$ cat config.mk
export PLATFORM = sky130hd
export DESIGN_NAME = fpa_queue
export DESIGN_NICKNAME = d
export VERILOG_FILES = /design/src/rtl/core/fpa_pkg.sv /design/src/rtl/core/fpa_queue.sv
export SDC_FILE = /design/constraint.sdc
export NUM_CORES = 1
export LEC_CHECK = 0
export ABC_AREA = 1
export BUFFER_PORTS_ARGS = -buffer_cell sky130_fd_sc_hd__buf_2
export CAP_MARGIN = 10
export CORE_MARGIN = 5
export CORE_UTILIZATION = 35
export DETAILED_ROUTE_END_ITERATION = 16
export SLEW_MARGIN = 15
export SYNTH_ARGS = -nofsm -noshare
export SYNTH_HDL_FRONTEND = slang
export SYNTH_SLANG_ARGS = --single-unit
export TNS_END_PERCENT = 50
$ cat constraint.sdc
create_clock -name clk -period 17.19 [get_ports clk]
set_input_delay 0.8595 -clock clk [delete_from_list [all_inputs] [get_ports clk]]
set_output_delay 0.8595 -clock clk [all_outputs]
set_load 0.01 [all_outputs]
$ cat src/rtl/core/fpa_pkg.sv
// Package for the fixed-point ALU: mode codes, status codes, widths and the
// queue entry type shared by the front end, back end and top level.
package fpa_pkg;
	localparam int FracBits = 8;
	localparam int DataW = 32;
	localparam int DivW = DataW + FracBits;
	localparam int BackSt = DivW + 1;
	localparam int QDepth = 4;
	localparam int QPtrW = $clog2(QDepth);

	typedef enum logic [3:0] {
		MODE_ADD = 4'd0, MODE_SUB = 4'd1, MODE_MUL = 4'd2, MODE_DIV = 4'd3,
		MODE_GT = 4'd4, MODE_LT = 4'd5, MODE_GE = 4'd6, MODE_LE = 4'd7,
		MODE_NE = 4'd8, MODE_EQ = 4'd9, MODE_MIN = 4'd10, MODE_MAX = 4'd11,
		MODE_INC = 4'd12, MODE_TOINT = 4'd13, MODE_FROMINT = 4'd14,
		MODE_NONE = 4'd15
	} mode_t;

	localparam logic [1:0] ST_OK = 2'd0;
	localparam logic [1:0] ST_DIVZ = 2'd1;
	localparam logic [1:0] ST_OVF = 2'd2;

	// Classified operation carried from front end to back end.
	typedef struct packed {
		mode_t mode;
		logic signed [DataW-1:0] a;
		logic signed [DataW-1:0] b;
		logic is_div;
		logic neg_q;
		logic [DataW-1:0] mag_a;
		logic [DataW-1:0] mag_b;
	} op_t;

	// Saturate a signed value of width DataW+2 to DataW bits.
	function automatic logic [DataW+1:0] sat_w(input logic signed [DataW+1:0] v);
		logic [DataW+1:0] r;
		r = {2'b00, v[DataW-1:0]};
		if (v > $signed({3'b000, {(DataW-1){1'b1}}}))
			r = {2'b10, 1'b0, {(DataW-1){1'b1}}};
		else if (v < -$signed({3'b001, {(DataW-1){1'b0}}}))
			r = {2'b10, 1'b1, {(DataW-1){1'b0}}};
		return r;
	endfunction
endpackage

$ cat src/rtl/core/fpa_queue.sv
// Short queue between front and back ends of the fixed-point ALU.
// Depends on fpa_pkg.
module fpa_queue
	import fpa_pkg::*;
(
	input logic clk,
	input logic arst_n,
	input logic in_valid,
	output logic in_ready,
	input op_t in_op,
	output logic out_valid,
	input logic out_ready,
	output op_t out_op
);
	op_t mem_q [QDepth];
	logic [QPtrW-1:0] wp_q, rp_q;
	logic [QPtrW:0] cnt_q;
	logic push, pop;

	assign in_ready = cnt_q != (QPtrW+1)'(QDepth);
	assign out_valid = cnt_q != '0;
	assign out_op = mem_q[rp_q];
	assign push = in_valid && in_ready;
	assign pop = out_valid && out_ready;

	always_ff @(posedge clk or negedge arst_n) begin
		if (!arst_n) begin
			wp_q <= '0;
			rp_q <= '0;
			cnt_q <= '0;
		end else begin
			if (push) wp_q <= wp_q + 1'b1;
			if (pop) rp_q <= rp_q + 1'b1;
			cnt_q <= cnt_q + {{QPtrW{1'b0}}, push} - {{QPtrW{1'b0}}, pop};
		end
	end

	always_ff @(posedge clk) begin
		if (push) mem_q[wp_q] <= in_op;
	end
endmodule

==> impl_metrics.toml <==
[synth]
ys_seq_area_share_pct = 75.8
syn_area_per_cell_sq_um = 12.2
synth_edf_count = 536
synth_cell_types = 18
syn_inst = 1755
synth_top_area_share_pct = 75.0
synth_top_area_cell = "edfxtp_1"
synth_area_sq_um = 21500
synth_top_family_by_area = "simple AND/OR/NAND/NOR gates"
synthFlopType = "edfxtp_1"
synth_xor_area_share_pct = 0
synth_seq_cells = 543
synth_nets = 1900
synth_mux_area_share_pct = 0
synth_compound_area_share_pct = 6.25
ys_warn_count = 0
yosys-top-cells-area = "edfxtp_1, nand2_1, o21ai_0"
synth-adder-area-share_pct = 0.443
async_reset_ff_share_pct = 1.29
yosys-top-cells-count = "edfxtp_1, nand2_1, nor2_1"
yosysMostFrequentCell = "edfxtp_1"
yosys.area_share.simple_pct = 12.3

[route]
num_vias = 13109
drc = 0
drt_iter0_markers = 859
wl_per_cell_microns = 17.4
postRouteAntennaNets = 0
viasPerCell = 4.61
wl_microns = 49300
drt_pass1_iterations = 5

[clock_network]
ctsResizeCount = 0
clock_path_buffers = 3
clk_root_buffer_cell = "clkbuf_16"
cts.sinks = 543
cts_buffers = 56
cts_tree = "yes"
htreeDepth = 2
insertion_delay_ns = 0.59
postCtsHoldBufs = 0
clk_pin_slew_ns = 0.06
post_cts_buffers = 0

[timing]
hold_violations = 0
min_period_ns = 4.88
finalCritPeriodShare_pct = 28.4
tns_ns = 0
fmax_ghz = 0.205
maxSlewViolCount = 0
setup_viol = 0
max-slew-margin-rel_pct = 23.6
rsz0062_at_grt = "no"
finClkSkew_ns = 0.00950
tightest_slew_ns = 1.15

[setup_path]
crit_arrival_ns = 4.02
cp-start-kind = "flop"
reg2reg_slack_ns = 14.18
critPathMaxFanout = 120
worstPathRequired_ns = 16.33
timing.rr.start = "cnt_q[1]"
path_class = "flop to output pin"
crit_end = "out_op[69]"
worst_r2r_endpoint = "mem_q[3][48]"
cp-end-kind = "output pin"
reg2reg_depth = 5
startpoint = "rp_q[0]"

[floorplanning]
fp.dieH_microns = 258
num_io_pins = 274
rows = 90
die_w_microns = 258
core-area_sq_um = 60600
start_util_pct = 35.4
die_area_sq_um = 66400

[final_layout]
syn2layout_area_growth_pct = 16.8
drive_above_1_share_pct = 17.8
finalNonFillerCells = 2843
final_nets = 2156

[pwr]
leakage_uw = 0.00986
max-vdd-ir-drop_uv = 110
power_density_nw_per_um2 = 174

[worst_hold_path]
hold_class = "input port to async pin"

[global_route]
antenna_found_initial = 15
grt_pass1_vias = 12979
grt_overflow = 0
grt_pass1_wl_microns = 75100
grtUsageTotal_pct = 14.4
grt_max_degree = 173

[place]
place.gp.congestion = 0.720
dp_hpwl_microns = 29700
port_buffers = 273
dp.cells = 2735

[status]
status = "complete, no violations"

[run]
maxCapViolCount = 0
## logic make-up after synthesis
family,count (synthesis)
buffers and inverters,238
AO/OA/AOI/OAI,268
AND/OR/NAND/NOR,699
adder cells (fa/ha/maj),7
flip-flops,543
## worst max-delay path, cell delays in order (launching register included)
cell and delay, ns:
dfrtp_4 0.99, buf_4 0.75, buf_4 0.92, o21ai_0 0.30
nand2_1 0.12, nand2_1 0.06, buf_2 0.14
## power by group
part	switching [uW]	leakage, uW	internal [uW]
sequential	80.9	0.00499	1740
clock	474	0.000815	633
combinational	1000	0.00406	424
total	1560	0.00986	2800
## metal layers
layer  share of wire, %  track usage [%]  vias to the layer above
met4                2.5             4.12                       16
met2                 50             24.9                      314
li1                   -                -                     6433
met5               0.24                0                        -
met3                6.9             4.13                       90
met1                 40             17.8                     6256
## how the worst min path moves through the flow
stage	startpoint	endpoint	slack, ns	cells past startpoint
after floorplan	rp_q[1]	rp_q[1]	0.46	2
after global placement	cnt_q[0]	cnt_q[0]	0.50	1
after detailed placement	cnt_q[0]	cnt_q[0]	0.52	1
after CTS	arst_n	rp_q[0]	0.06	1
after global routing	arst_n	wp_q[0]	0.08	1
final	arst_n	wp_q[0]	0.10	1
## through the flow
step	hold slack (ns)	setup WS (ns)	area, sq um	util [%]	total power (uW)
after floorplan	0.461	9.98	21500	-	2820
after global placement	0.497	12.89	23400	38.6	3300
after detailed placement	0.520	12.85	23400	38.6	3330
after CTS	0.0618	12.20	25000	41.3	4450
after global routing	0.0803	11.86	25100	41.4	4670
final	0.103	12.31	25100	41.4	4360
## registers in the layout, indices dropped and copies added (netlist names)
| register | cells |
|---|---|
| mem_q | 536 |
| rp_q | 2 |
| wp_q | 2 |
| cnt_q | 3 |
## cells in the final DEF (no fill, tap or decap)
master,instances
ha_1,6
dfrtp_4,1
inv_8,1
buf_2,273
inv_1,148
edfxtp_1,536
clkbuf_16,57
buf_4,13
diode_2,8
clkinv_1,13
nor2_4,4
clkinv_2,12
fa_1,1
inv_4,1
o21ai_0,263
dfrtp_1,6
nand2_1,421
clkbuf_1,14
clkinvlp_4,2
nand3_1,5
bufinv_16,2
o21ai_1,5
nor2_1,269
## area by class of cell
| class | count | area, sq um |
|---|---|---|
| diodes | 8 | 20.0 |
| clock buffers | 71 | 1480 |
| clock inverters | 29 | 184 |
| fillers | 5662 | 35500 |
| inverters | 150 | 573 |
| multi-input cells | 974 | 4100 |
| flip-flops and latches | 543 | 16300 |
| well taps | 782 | 978 |
| repair buffers | 286 | 1460 |
Note: power is estimated with default switching activity, not from simulation.
