## config.mk

```make
export PLATFORM = sky130hd
export DESIGN_NAME = fpa_front
export DESIGN_NICKNAME = d
export VERILOG_FILES = /design/src/rtl/core/fpa_pkg.sv /design/src/rtl/core/fpa_front.sv
export SDC_FILE = /design/constraint.sdc
export NUM_CORES = 1
export LEC_CHECK = 0
export ABC_AREA = 1
export BUFFER_PORTS_ARGS = -buffer_cell sky130_fd_sc_hd__buf_2
export CAP_MARGIN = 20
export CORE_ASPECT_RATIO = 2
export CORE_MARGIN = 10
export CORE_UTILIZATION = 40
export DETAILED_ROUTE_END_ITERATION = 8
export HOLD_SLACK_MARGIN = 0.1
export PLACE_DENSITY = 0.75
export SLEW_MARGIN = 40
export SYNTH_ARGS = -nofsm -noshare
export SYNTH_HDL_FRONTEND = slang
export SYNTH_SLANG_ARGS = --single-unit
export TNS_END_PERCENT = 30
```

## constraint.sdc

```tcl
create_clock -name clk -period 22.6 [get_ports clk]
set_input_delay 4.52 -clock clk [delete_from_list [all_inputs] [get_ports clk]]
set_output_delay 4.52 -clock clk [all_outputs]
set_load 0.02 [all_outputs]
```

## src/rtl/core/fpa_pkg.sv

```systemverilog
// Package for the fixed-point ALU: mode codes, status codes, widths and the
// queue entry type shared by the front end, back end and top level.
package fpa_pkg;
	localparam int FracBits = 8;
	localparam int DataW = 32;
	localparam int DivW = DataW + FracBits;
	localparam int BackSt = DivW + 1;
	localparam int QDepth = 4;
	localparam int QPtrW = $clog2(QDepth);

	typedef enum logic [3:0] {
		MODE_ADD = 4'd0, MODE_SUB = 4'd1, MODE_MUL = 4'd2, MODE_DIV = 4'd3,
		MODE_GT = 4'd4, MODE_LT = 4'd5, MODE_GE = 4'd6, MODE_LE = 4'd7,
		MODE_NE = 4'd8, MODE_EQ = 4'd9, MODE_MIN = 4'd10, MODE_MAX = 4'd11,
		MODE_INC = 4'd12, MODE_TOINT = 4'd13, MODE_FROMINT = 4'd14,
		MODE_NONE = 4'd15
	} mode_t;

	localparam logic [1:0] ST_OK = 2'd0;
	localparam logic [1:0] ST_DIVZ = 2'd1;
	localparam logic [1:0] ST_OVF = 2'd2;

	// Classified operation carried from front end to back end.
	typedef struct packed {
		mode_t mode;
		logic signed [DataW-1:0] a;
		logic signed [DataW-1:0] b;
		logic is_div;
		logic neg_q;
		logic [DataW-1:0] mag_a;
		logic [DataW-1:0] mag_b;
	} op_t;

	// Saturate a signed value of width DataW+2 to DataW bits.
	function automatic logic [DataW+1:0] sat_w(input logic signed [DataW+1:0] v);
		logic [DataW+1:0] r;
		r = {2'b00, v[DataW-1:0]};
		if (v > $signed({3'b000, {(DataW-1){1'b1}}}))
			r = {2'b10, 1'b0, {(DataW-1){1'b1}}};
		else if (v < -$signed({3'b001, {(DataW-1){1'b0}}}))
			r = {2'b10, 1'b1, {(DataW-1){1'b0}}};
		return r;
	endfunction
endpackage

```

## src/rtl/core/fpa_front.sv

```systemverilog
// Front end of the fixed-point ALU: accepts beats and classifies them.
// Depends on fpa_pkg.
module fpa_front
	import fpa_pkg::*;
(
	input logic clk,
	input logic arst_n,
	input logic valid,
	output logic ready,
	input logic [3:0] mode,
	input logic signed [DataW-1:0] operand_a,
	input logic signed [DataW-1:0] operand_b,
	output logic op_valid,
	input logic op_ready,
	output op_t op
);
	logic vld_q;
	op_t op_q;

	assign ready = !vld_q || op_ready;
	assign op_valid = vld_q;
	assign op = op_q;

	always_ff @(posedge clk or negedge arst_n) begin
		if (!arst_n) begin
			vld_q <= 1'b0;
		end else if (ready) begin
			vld_q <= valid;
		end
	end

	always_ff @(posedge clk) begin
		if (ready && valid) begin
			op_q.mode <= mode_t'(mode);
			op_q.a <= operand_a;
			op_q.b <= operand_b;
			op_q.is_div <= (mode_t'(mode) == MODE_DIV) && (operand_b != '0);
			op_q.neg_q <= operand_a[DataW-1] ^ operand_b[DataW-1];
			op_q.mag_a <= operand_a[DataW-1] ? DataW'(-operand_a) : DataW'(operand_a);
			op_q.mag_b <= operand_b[DataW-1] ? DataW'(-operand_b) : DataW'(operand_b);
		end
	end
endmodule

```

==> reports/metrics.cfg, run 1 <==
[min_path]
min_delay_worst_endpoint=op_valid
hold_wc_startpoint=op_valid
worstHoldPathCells=2
timing.hold.worst.class=reg2reg

[sta]
tightest_slew_ps=691
timing_hold_violations_final=0
finalMaxSlewViolations=0
finalCritPeriodShare=0.419
unrepaired_setup_endpoints_after_global_routing=no
finalWorstSetupSlack_ps=13130
finalWorstPathRequiredPeriod_ps=9470
achievable-frequency_ghz=0.106
setup_total_negative_slack_ps=0
clock_skew_ps=10.2
setup-violations-final=0
relSlewSlack=0.539

[yosys]
ys_ff_latch=133
post_synth_main_area_contributors=edfxtp_1, nand2_1, nor2_1, nand3_1, inv_1
mappedNetlistNets=661
mappedNetlistArea_um2=6140
synth-edff-count=132
synthTopCellsByCount=nand2_1, edfxtp_1, nor2_1
synth_most_common_cell=nand2_1
fraction_of_synthesized_cell_area_taken_by_the_top_area_cell_type=0.646
post_synth.cell_area_avg_um2=10.5
synth.largest_area_cell=edfxtp_1
ys_warn_count=0
yosysSeqAreaShare=0.650
synthDistinctLibCells=25
postSynth.asyncResetShare=0.00752
ys_dominant_reg_cell=edfxtp_1
post_synth_inst_count=585

[clocking]
post_cts_resize_count=0
cts_sinks=133
cts_inserted_buffers=17
post_cts.repair.setup_buffers=0
ctsHtreeMaxLevel=4
cts_hold_buffers=0
clkTransAtPathRegs_ps=60
clock_tree.root_cell=clkbuf_16
clk_latency_ps=410
tritoncts=yes
cts.path.max_buffers=2

[floorplanning]
die_w_um=108
die_area_um2=21000
core.rowCount=64
placeable_core_region_um2=15200
io_pins=208
floorplan.initialDensity=0.403
die_h_um=195

[cells_and_area]
synthToLayoutAreaGrowth_pct=30.2
antennaDiodeCount=0
final_net_count=881
layout.core_utilization=0.525
post_route_cells_drive_above_1_share=0.335

[setup_path]
critPathCaptureType=output pin
crit_path_start=op_ready
timing.rr.start=op_valid
worstPathRequired_ps=18080
worst-endpoint-arrival_ps=4950
worstSetupPathType=in2out
worst-r2r-setup-slack_ps=20440
critPathLaunchType=input port
worstRegToRegCells=3
critical_path_peak_fanout=2
timing.rr.end=op[82]

[global_route]
grt_first_pass_wirelength_um=26600
grt_overflow=0
grt_pass1_vias=4975
initial_antenna_violation_count=0
grt_start_max_net_pins=75
gr-usage-all-layers=0.170

[power_and_ir_drop]
powerDensity_nw_per_um2=81.4
cell_internal_pwr_w=0.000488
netSwitchingPower_w=0.000163
pwr-share-clk=0.417
ir_worst_vdd_mv=0.0559
switching_share=0.250
sequentialPowerShare=0.452
comb_power_frac=0.131
leakage_power_nw=3.40

[detailed_routing]
drtPass1Iterations=4
wl_met1_um=5370
avgRoutedWirePerCell_um=17.4
drtIter0Drc=113
met2_wirelength_um=10400
wl_met3_um=1030
detail_route.wirelength_um=17600
remaining_drc_errors=0
vias=4803
post_drt_via_cell_ratio=4.73
antenna_violating_nets_post_route=0
dr_top_layer=met4

[status]
run_status=finished clean

[run]
number_of_max_cap_violations=0

[placed_design]
hpwlAfterDp_um=14300
gp_congestion=0.944
port_buffers=207
place_ws_ps=13120

==> state kept, by name, summed over array words and instances (netlist names) <==
name      count
op_valid      1
op          132
==> power groups by stage <==
stage                     Combinational (W)  Clock (W)  Sequential [W]
after floorplan                   0.0000301          0        0.000323
after global placement            0.0000852          0        0.000299
after detailed placement          0.0000864          0        0.000299
after CTS                         0.0000866   0.000278        0.000294
after global routing              0.0000932   0.000288        0.000296
final                             0.0000851   0.000271        0.000294
==> area by class of cell <==
cell class                 count  area [um^2]
fill                        1388         7230
sequential                   133         3990
multi-input combinational    398         1930
timing repair buffer         209         1050
clock buffer                  17          425
tap                          198          248
inverter                      46          173
clock inverter                15          164
==> metal layers <==
layer	up-vias	global-route usage
li1	2394	-
met1	2210	0.138
met2	166	0.335
met3	33	0.0475
met4	0	0.0990
met5	-	0
==> worst max-delay path, stage by stage <==
cell and delay (ps):
buf_2 100, inv_1 100, nand2_1 80, buf_2 160
==> through the flow <==
stage	instances	hold WS, ps	area (um^2)	power [W]
after detailed placement	984	563	7400	0.000386
after global routing	1016	599	7990	0.000676
final	1016	574	7990	0.000650
after floorplan	585	768	6140	0.000353
after global placement	984	557	7390	0.000384
after CTS	1016	579	7990	0.000659
==> logic make-up after synthesis <==
| group | after synthesis | share of synthesized area |
|---|---|---|
| flops | 133 | 0.650 |
| fa+ha+maj | 4 | 0.00816 |
| buf+inv | 54 | 0.0365 |
| xor+xnor | 30 | 0.0428 |
| simple gates | 339 | 0.238 |
| compound gates | 25 | 0.0243 |
==> worst max-delay path by stage <==
stage | endpoint | slack, ps
floorplan | op[0] | 11020
global placement | ready | 13140
detailed placement | ready | 13120
CTS | ready | 13120
global route | ready | 13100
finish | ready | 13130
==> cell usage in the layout (no fill, tap or decap), drive strengths merged <==
master,count
o21ai,20
buf,209
clkinvlp,5
nor3,4
dfrtp,1
clkbuf,17
clkinv,7
a31oi,1
xor2,12
nand3,38
xnor2,18
nor2,105
inv,46
nand2,185
nand4,4
bufinv,3
ha,4
edfxtp,132
a21oi,4
nand3b,3
Power figures use the tool's default switching activity.
==> inputs of run 2 (changes only) <==
--- a/config.mk
+++ b/config.mk
@@ -5,7 +5,7 @@
 export SDC_FILE = /design/constraint.sdc
 export NUM_CORES = 1
 export LEC_CHECK = 0
-export ABC_AREA = 1
+export ABC_AREA = 0
 export BUFFER_PORTS_ARGS = -buffer_cell sky130_fd_sc_hd__buf_2
 export CAP_MARGIN = 20
 export CORE_ASPECT_RATIO = 2
@@ -13,7 +13,7 @@
 export CORE_UTILIZATION = 40
 export DETAILED_ROUTE_END_ITERATION = 8
 export HOLD_SLACK_MARGIN = 0.1
-export PLACE_DENSITY = 0.75
+export PLACE_DENSITY = 0.79
 export SLEW_MARGIN = 40
 export SYNTH_ARGS = -nofsm -noshare
 export SYNTH_HDL_FRONTEND = slang
==> constraint.sdc (replaced) <==
create_clock -name clk -period 8.1 [get_ports clk]
set_input_delay 1.62 -clock clk [delete_from_list [all_inputs] [get_ports clk]]
set_output_delay 1.62 -clock clk [all_outputs]
set_load 0.02 [all_outputs]
==> run 2 against run 1 <==
Effect of this change: cell area down 9.4%; wire length fell by 15%; clock skew fell by 2.6 ps; utilization up 1.3 points; cell count down 28%; clock-buffer cell count rose by 1; register-to-register slack worse by 15000 ps; sequential share of layout area up 5.2 points; synthesized area decreased by 11%; synthesized cell count decreased by 40%; worst setup slack worse by 8700 ps; non-clock buffer count down 1; critical endpoint is now op[65]; largest cell class unchanged; highest routed layer unchanged.
==> reports/metrics.cfg, run 2 <==
[status]
run_status=finished clean

[cells_and_area]
number_of_flip_flops_in_the_largest_register=132
area_used_by_multi_input_combinational_logic_um2=1410
synthToLayoutAreaGrowth_pct=32.2
fillerInstances=1103
antennaDiodeCount=0
top_library_cells_by_usage_in_the_layout_fill_and_taps_aside=buf_2, edfxtp_1, xnor2_1, o21ai_0, nand2_1
final_cell_area_um2=7230
leading_cell_type_in_the_layout_fill_and_taps_excluded=buf_2
layout.core_utilization=0.538
post_route_cells_drive_above_1_share=0.433
final_net_count=640
layout.area.seq_um2=3990

[clocking]
ctsHtreeMaxLevel=4
cts_sinks=133
clock_tree.root_cell=clkbuf_16
clkTransAtPathRegs_ps=60
cts_hold_buffers=0
clk_latency_ps=410
cts.path.max_buffers=2
tritoncts=yes
post_cts_resize_count=0
cts_inserted_buffers=17
post_cts.repair.setup_buffers=0

[yosys]
synthTopCellsByCount=edfxtp_1, xnor2_1, o21ai_0
synth_most_common_cell=edfxtp_1
post_synth_main_area_contributors=edfxtp_1, xnor2_1, o31ai_1, o21ai_0, nand2_1
synth.largest_area_cell=edfxtp_1
ys_warn_count=0
mappedNetlistNets=425
yosysSeqAreaShare=0.729
synthDistinctLibCells=30
ys_dominant_reg_cell=edfxtp_1
postSynth.asyncResetShare=0.00752
ys_ff_latch=133
fraction_of_synthesized_cell_area_taken_by_the_top_area_cell_type=0.724
mappedNetlistArea_um2=5470
post_synth.cell_area_avg_um2=15.7
post_synth_inst_count=349
synth-edff-count=132

[min_path]
timing.hold.worst.class=reg2reg

[placed_design]
dpl_cell_area_um2=6660
gp_congestion=0.835
place_ws_ps=3910
port_buffers=207
hpwlAfterDp_um=11900

[setup_path]
cpPeakStageDelay_ps=650
cp_num_buf_inv=1
worst-r2r-setup-slack_ps=5930
critPathLaunchType=input port
critPathCaptureType=flip-flop
crit_family=simple AND/OR/NAND/NOR gates
worstPathCellList=buf_2 -> or3_1 -> or4_1 -> or3_1 -> nor4_1 -> nor4_1
critPathSlowestCell=or3_1
critical_path_peak_fanout=17
worst-endpoint-arrival_ps=3860
worstSetupPathType=in2reg
worstPathRequired_ps=8240

[global_route]
initial_antenna_violation_count=0
grt_overflow=0
grt_pass1_vias=3980
grt_start_max_net_pins=82
gr-usage-all-layers=0.152
grt_first_pass_wirelength_um=21500

[sta]
timing_hold_violations_final=0
setup_total_negative_slack_ps=0
finalCritPeriodShare=0.459
hold_ws_ps=533
finalWorstPathRequiredPeriod_ps=3720
finalMaxSlewViolations=0
clock_skew_ps=7.57
relSlewSlack=0.439
setup-violations-final=0
tightest_slew_ps=835
unrepaired_setup_endpoints_after_global_routing=no
finalWorstSetupSlack_ps=4380
achievable-frequency_ghz=0.269

[power_and_ir_drop]
pwr-share-clk=0.413
switching_share=0.255
sequentialPowerShare=0.468
netSwitchingPower_w=0.000449
cell_internal_pwr_w=0.00131
ir_worst_vdd_mv=0.144
powerDensity_nw_per_um2=244
comb_power_frac=0.119
leakage_power_nw=2.73

[floorplanning]
placeable_core_region_um2=13400
core.rowCount=60
io_pins=208
die_w_um=103
die_area_um2=19000
die_h_um=185
floorplan.initialDensity=0.407

[detailed_routing]
post_drt_via_cell_ratio=5.28
antenna_violating_nets_post_route=0
drtIter0Drc=205
avgRoutedWirePerCell_um=20.5
remaining_drc_errors=0
detail_route.wirelength_um=15000
drtPass1Iterations=5
vias=3863

[run]
number_of_max_cap_violations=0

run 2: cell types whose count changed in the layout (fill, tap and decap cells not counted), moves of 7 or more:
cell,previous run,this run
xnor2_1,18,55
nor2_2,13,0
o21ai_0,12,22
nor4_1,0,9
nand3_1,38,6
xor2_1,12,4
nor2_1,83,7
or4_1,0,9
inv_1,44,7
nand2_1,179,19
o31ai_1,0,17
nand2b_1,0,8
or3_1,0,7
nor2_4,9,0
run 2: routing by layer:
| metal | track usage | wire [um] | vias to the layer above |
|---|---|---|---|
| li1 | - | - | 1778 |
| met1 | 0.139 | 4900 | 1865 |
| met2 | 0.284 | 8270 | 195 |
| met3 | 0.0545 | 1440 | 25 |
| met4 | 0.0715 | 376 | 0 |
| met5 | 0 | 0 | - |
run 2: final timing paths:
check                           cells after the start       end    startpoint
worst max-delay path                                6    op[65]  operand_b[9]
worst min-delay path                                2  op_valid      op_valid
worst max register to register                      3    op[57]      op_valid
worst min register to register                      2  op_valid      op_valid
max in group asynchronous                           1  op_valid        arst_n
min in group asynchronous                           1  op_valid        arst_n
run 2: power groups by stage:
stage | combinational [W] | sequential [W] | clock [W]
final | 0.000210 | 0.000825 | 0.000727
after global routing | 0.000225 | 0.000829 | 0.000771
after CTS | 0.000213 | 0.000826 | 0.000742
after detailed placement | 0.000213 | 0.000840 | 0
after global placement | 0.000207 | 0.000838 | 0
after floorplan | 0.0000614 | 0.000899 | 0
run 2: worst reg2reg max path: cells and delay by family (launching register included):
family	cells	cell delay (ps)
simple gates	2	720
buf+inv	1	640
flops	1	370
run 2: stage by stage:
| stage | instances | total power (W) |
|---|---|---|
| 6_report | 732 | 0.00176 |
| 2_1_floorplan | 349 | 0.000960 |
| 3_5_place_dp | 700 | 0.00105 |
| 4_1_cts | 732 | 0.00178 |
| 5_1_grt | 732 | 0.00182 |
| 3_3_place_gp | 700 | 0.00105 |
run 2: layout make-up:
cell class,count,share of cell area
multi-input combinational,197,0.194
tap,155,0.0268
clock inverter,14,0.0197
clock buffer,18,0.0593
timing repair buffer,208,0.145
sequential,133,0.551
inverter,7,0.00363
run 2: logic make-up after synthesis:
family,synth area share
DFF,0.729
xor gates and xnor gates,0.0944
adders and majority gates,0.00915
AOI/OAI and AO/OA,0.0663
buffers and inverters,0.0149
and+or+nand+nor,0.0864
==> inputs of run 3 (changes only) <==
--- a/config.mk
+++ b/config.mk
@@ -5,7 +5,7 @@
 export SDC_FILE = /design/constraint.sdc
 export NUM_CORES = 1
 export LEC_CHECK = 0
-export ABC_AREA = 0
+export ABC_AREA = 1
 export BUFFER_PORTS_ARGS = -buffer_cell sky130_fd_sc_hd__buf_2
 export CAP_MARGIN = 20
 export CORE_ASPECT_RATIO = 2
@@ -13,7 +13,7 @@
 export CORE_UTILIZATION = 40
 export DETAILED_ROUTE_END_ITERATION = 8
 export HOLD_SLACK_MARGIN = 0.1
-export PLACE_DENSITY = 0.79
+export PLACE_DENSITY = 0.77
 export SLEW_MARGIN = 40
 export SYNTH_ARGS = -nofsm -noshare
 export SYNTH_HDL_FRONTEND = slang
==> constraint.sdc (replaced) <==
create_clock -name clk -period 3.4 [get_ports clk]
set_input_delay 0.68 -clock clk [delete_from_list [all_inputs] [get_ports clk]]
set_output_delay 0.68 -clock clk [all_outputs]
set_load 0.02 [all_outputs]
==> run 3 against run 2 <==
Effect of this change: first-iteration DRC count fell by 27%; flip-flop and latch count is the same; clock skew decreased by 2.5 ps; sequential share of layout area down 5.3 points; cell count rose by 39%; global-route usage rose by 1.7 points; clock power is 150% higher; critical path type unchanged.
==> reports/metrics.cfg, run 3 (synthesis gave the netlist of run 1 again) <==
[status]
run_status=finished clean

[setup_path]
timing.rr.start=op_valid
cp-endpoint=op[30]
crit_top_cell=nand2_1
critical_path_peak_fanout=5
crit_family=simple AND/OR/NAND/NOR gates
instance_count_on_the_critical_path=9
worstSetupPathType=in2reg
crit_path_start=operand_b[9]
cp_num_buf_inv=1
worst-r2r-setup-slack_ps=1930
critPathSlowestCell=nor2_1
critPathLaunchType=input port
worstPathCellList=buf_2 -> nor2_1 -> nand2_1 -> nor2_1 -> nand2_1 -> nand2_2 -> nand2_1 -> nand2_1 -> nand2_1
worstRegToRegCells=2
cpPeakStageDelay_ps=300
critPathCaptureType=flip-flop
worst-endpoint-arrival_ps=1980
worstPathRequired_ps=3570
timing.rr.end=op[82]

[power_and_ir_drop]
comb_power_frac=0.132
sequentialPowerShare=0.452
switching_share=0.250
powerDensity_nw_per_um2=541
leakage_power_nw=3.41
pwr-share-clk=0.416
cell_internal_pwr_w=0.00324
ir_worst_vdd_mv=0.348
netSwitchingPower_w=0.00108

[detailed_routing]
remaining_drc_errors=0
post_drt_via_cell_ratio=4.77
avgRoutedWirePerCell_um=17.6
drtPass1Iterations=5
vias=4849
detail_route.wirelength_um=17900
antenna_violating_nets_post_route=0
drtIter0Drc=149

[clocking]
clk_latency_ps=420
cts_inserted_buffers=17
clock_tree.root_cell=clkbuf_16
clkTransAtPathRegs_ps=60
post_cts.repair.setup_buffers=0
ctsHtreeMaxLevel=4
cts.path.max_buffers=2
tritoncts=yes
post_cts_resize_count=0
cts_hold_buffers=1
cts_sinks=133

[run]
number_of_max_cap_violations=0

[placed_design]
port_buffers=207
gp_congestion=0.980
hpwlAfterDp_um=14300
placed_cells=984

[cells_and_area]
fillerInstances=1409
top_library_cells_by_usage_in_the_layout_fill_and_taps_aside=buf_2, nand2_1, edfxtp_1, nor2_1, inv_1
final_net_count=882
leading_cell_type_in_the_layout_fill_and_taps_excluded=buf_2
synthToLayoutAreaGrowth_pct=30.4
number_of_flip_flops_in_the_largest_register=132
instances_no_fill=1016
area_used_by_multi_input_combinational_logic_um2=1930
antennaDiodeCount=0
post_route_cells_drive_above_1_share=0.329
layout.area.seq_um2=3990

[global_route]
grt_first_pass_wirelength_um=26800
grt_overflow=0
grt_start_max_net_pins=74
gr-usage-all-layers=0.169
grt_pass1_vias=5031
initial_antenna_violation_count=0

[sta]
timing_hold_violations_final=0
finalWorstPathRequiredPeriod_ps=1810
clock_skew_ps=5.07
setup-violations-final=0
finalCritPeriodShare=0.532
relSlewSlack=0.561
finalMaxSlewViolations=0
achievable-frequency_ghz=0.553
unrepaired_setup_endpoints_after_global_routing=no
setup_total_negative_slack_ps=0
tightest_slew_ps=658

[floorplanning]
floorplan.initialDensity=0.403
io_pins=208
die_h_um=195
die_w_um=108
placeable_core_region_um2=15200
core.rowCount=64
die_area_um2=21000

[min_path]
timing.hold.worst.class=in2reg

run 3: per-stage QoR:
step / setup slack, ps / cell area [um^2] / utilization / total power (W) / hold WS, ps
after global routing: 1560 / 8000 / 0.526 / 0.00448 / 440
after global placement: 1270 / 7420 / 0.488 / 0.00256 / 455
after detailed placement: 1240 / 7420 / 0.488 / 0.00257 / 455
after floorplan: 1.83 / 6150 / - / 0.00233 / 384
final: 1590 / 8000 / 0.526 / 0.00433 / 455
after CTS: 1600 / 8000 / 0.526 / 0.00437 / 437
run 3: cell type report:
type | instances | area share
Clock buffer | 20 | 0.0546
Clock inverter | 11 | 0.0169
Inverter | 46 | 0.0216
Multi-Input combinational cell | 398 | 0.242
Sequential cell | 133 | 0.499
Tap cell | 198 | 0.0310
Timing Repair Buffer | 210 | 0.136
run 3: how the worst min path moves through the flow:
stage	start	to	slack, ps	cells after the start
2_1_floorplan	arst_n	op_valid	380	0
3_3_place_gp	arst_n	op_valid	450	1
3_5_place_dp	arst_n	op_valid	460	1
4_1_cts	mode[1]	op[131]	440	1
5_1_grt	mode[1]	op[131]	440	1
6_report	operand_b[0]	op[0]	460	1
run 3: layer usage:
layer	vias up	track usage	routed length, um
met5	-	0	0
met4	0	0.118	1110
met3	55	0.0498	1220
met2	211	0.327	10300
met1	2202	0.135	5270
li1	2381	-	-
run 3: power by group through the flow:
| stage | Combinational [W] | Sequential (W) | Clock, W |
|---|---|---|---|
| final | 0.000573 | 0.00196 | 0.00180 |
| after floorplan | 0.000201 | 0.00213 | 0 |
| after global routing | 0.000625 | 0.00196 | 0.00189 |
| after CTS | 0.000583 | 0.00196 | 0.00183 |
| after global placement | 0.000571 | 0.00199 | 0 |
| after detailed placement | 0.000579 | 0.00199 | 0 |
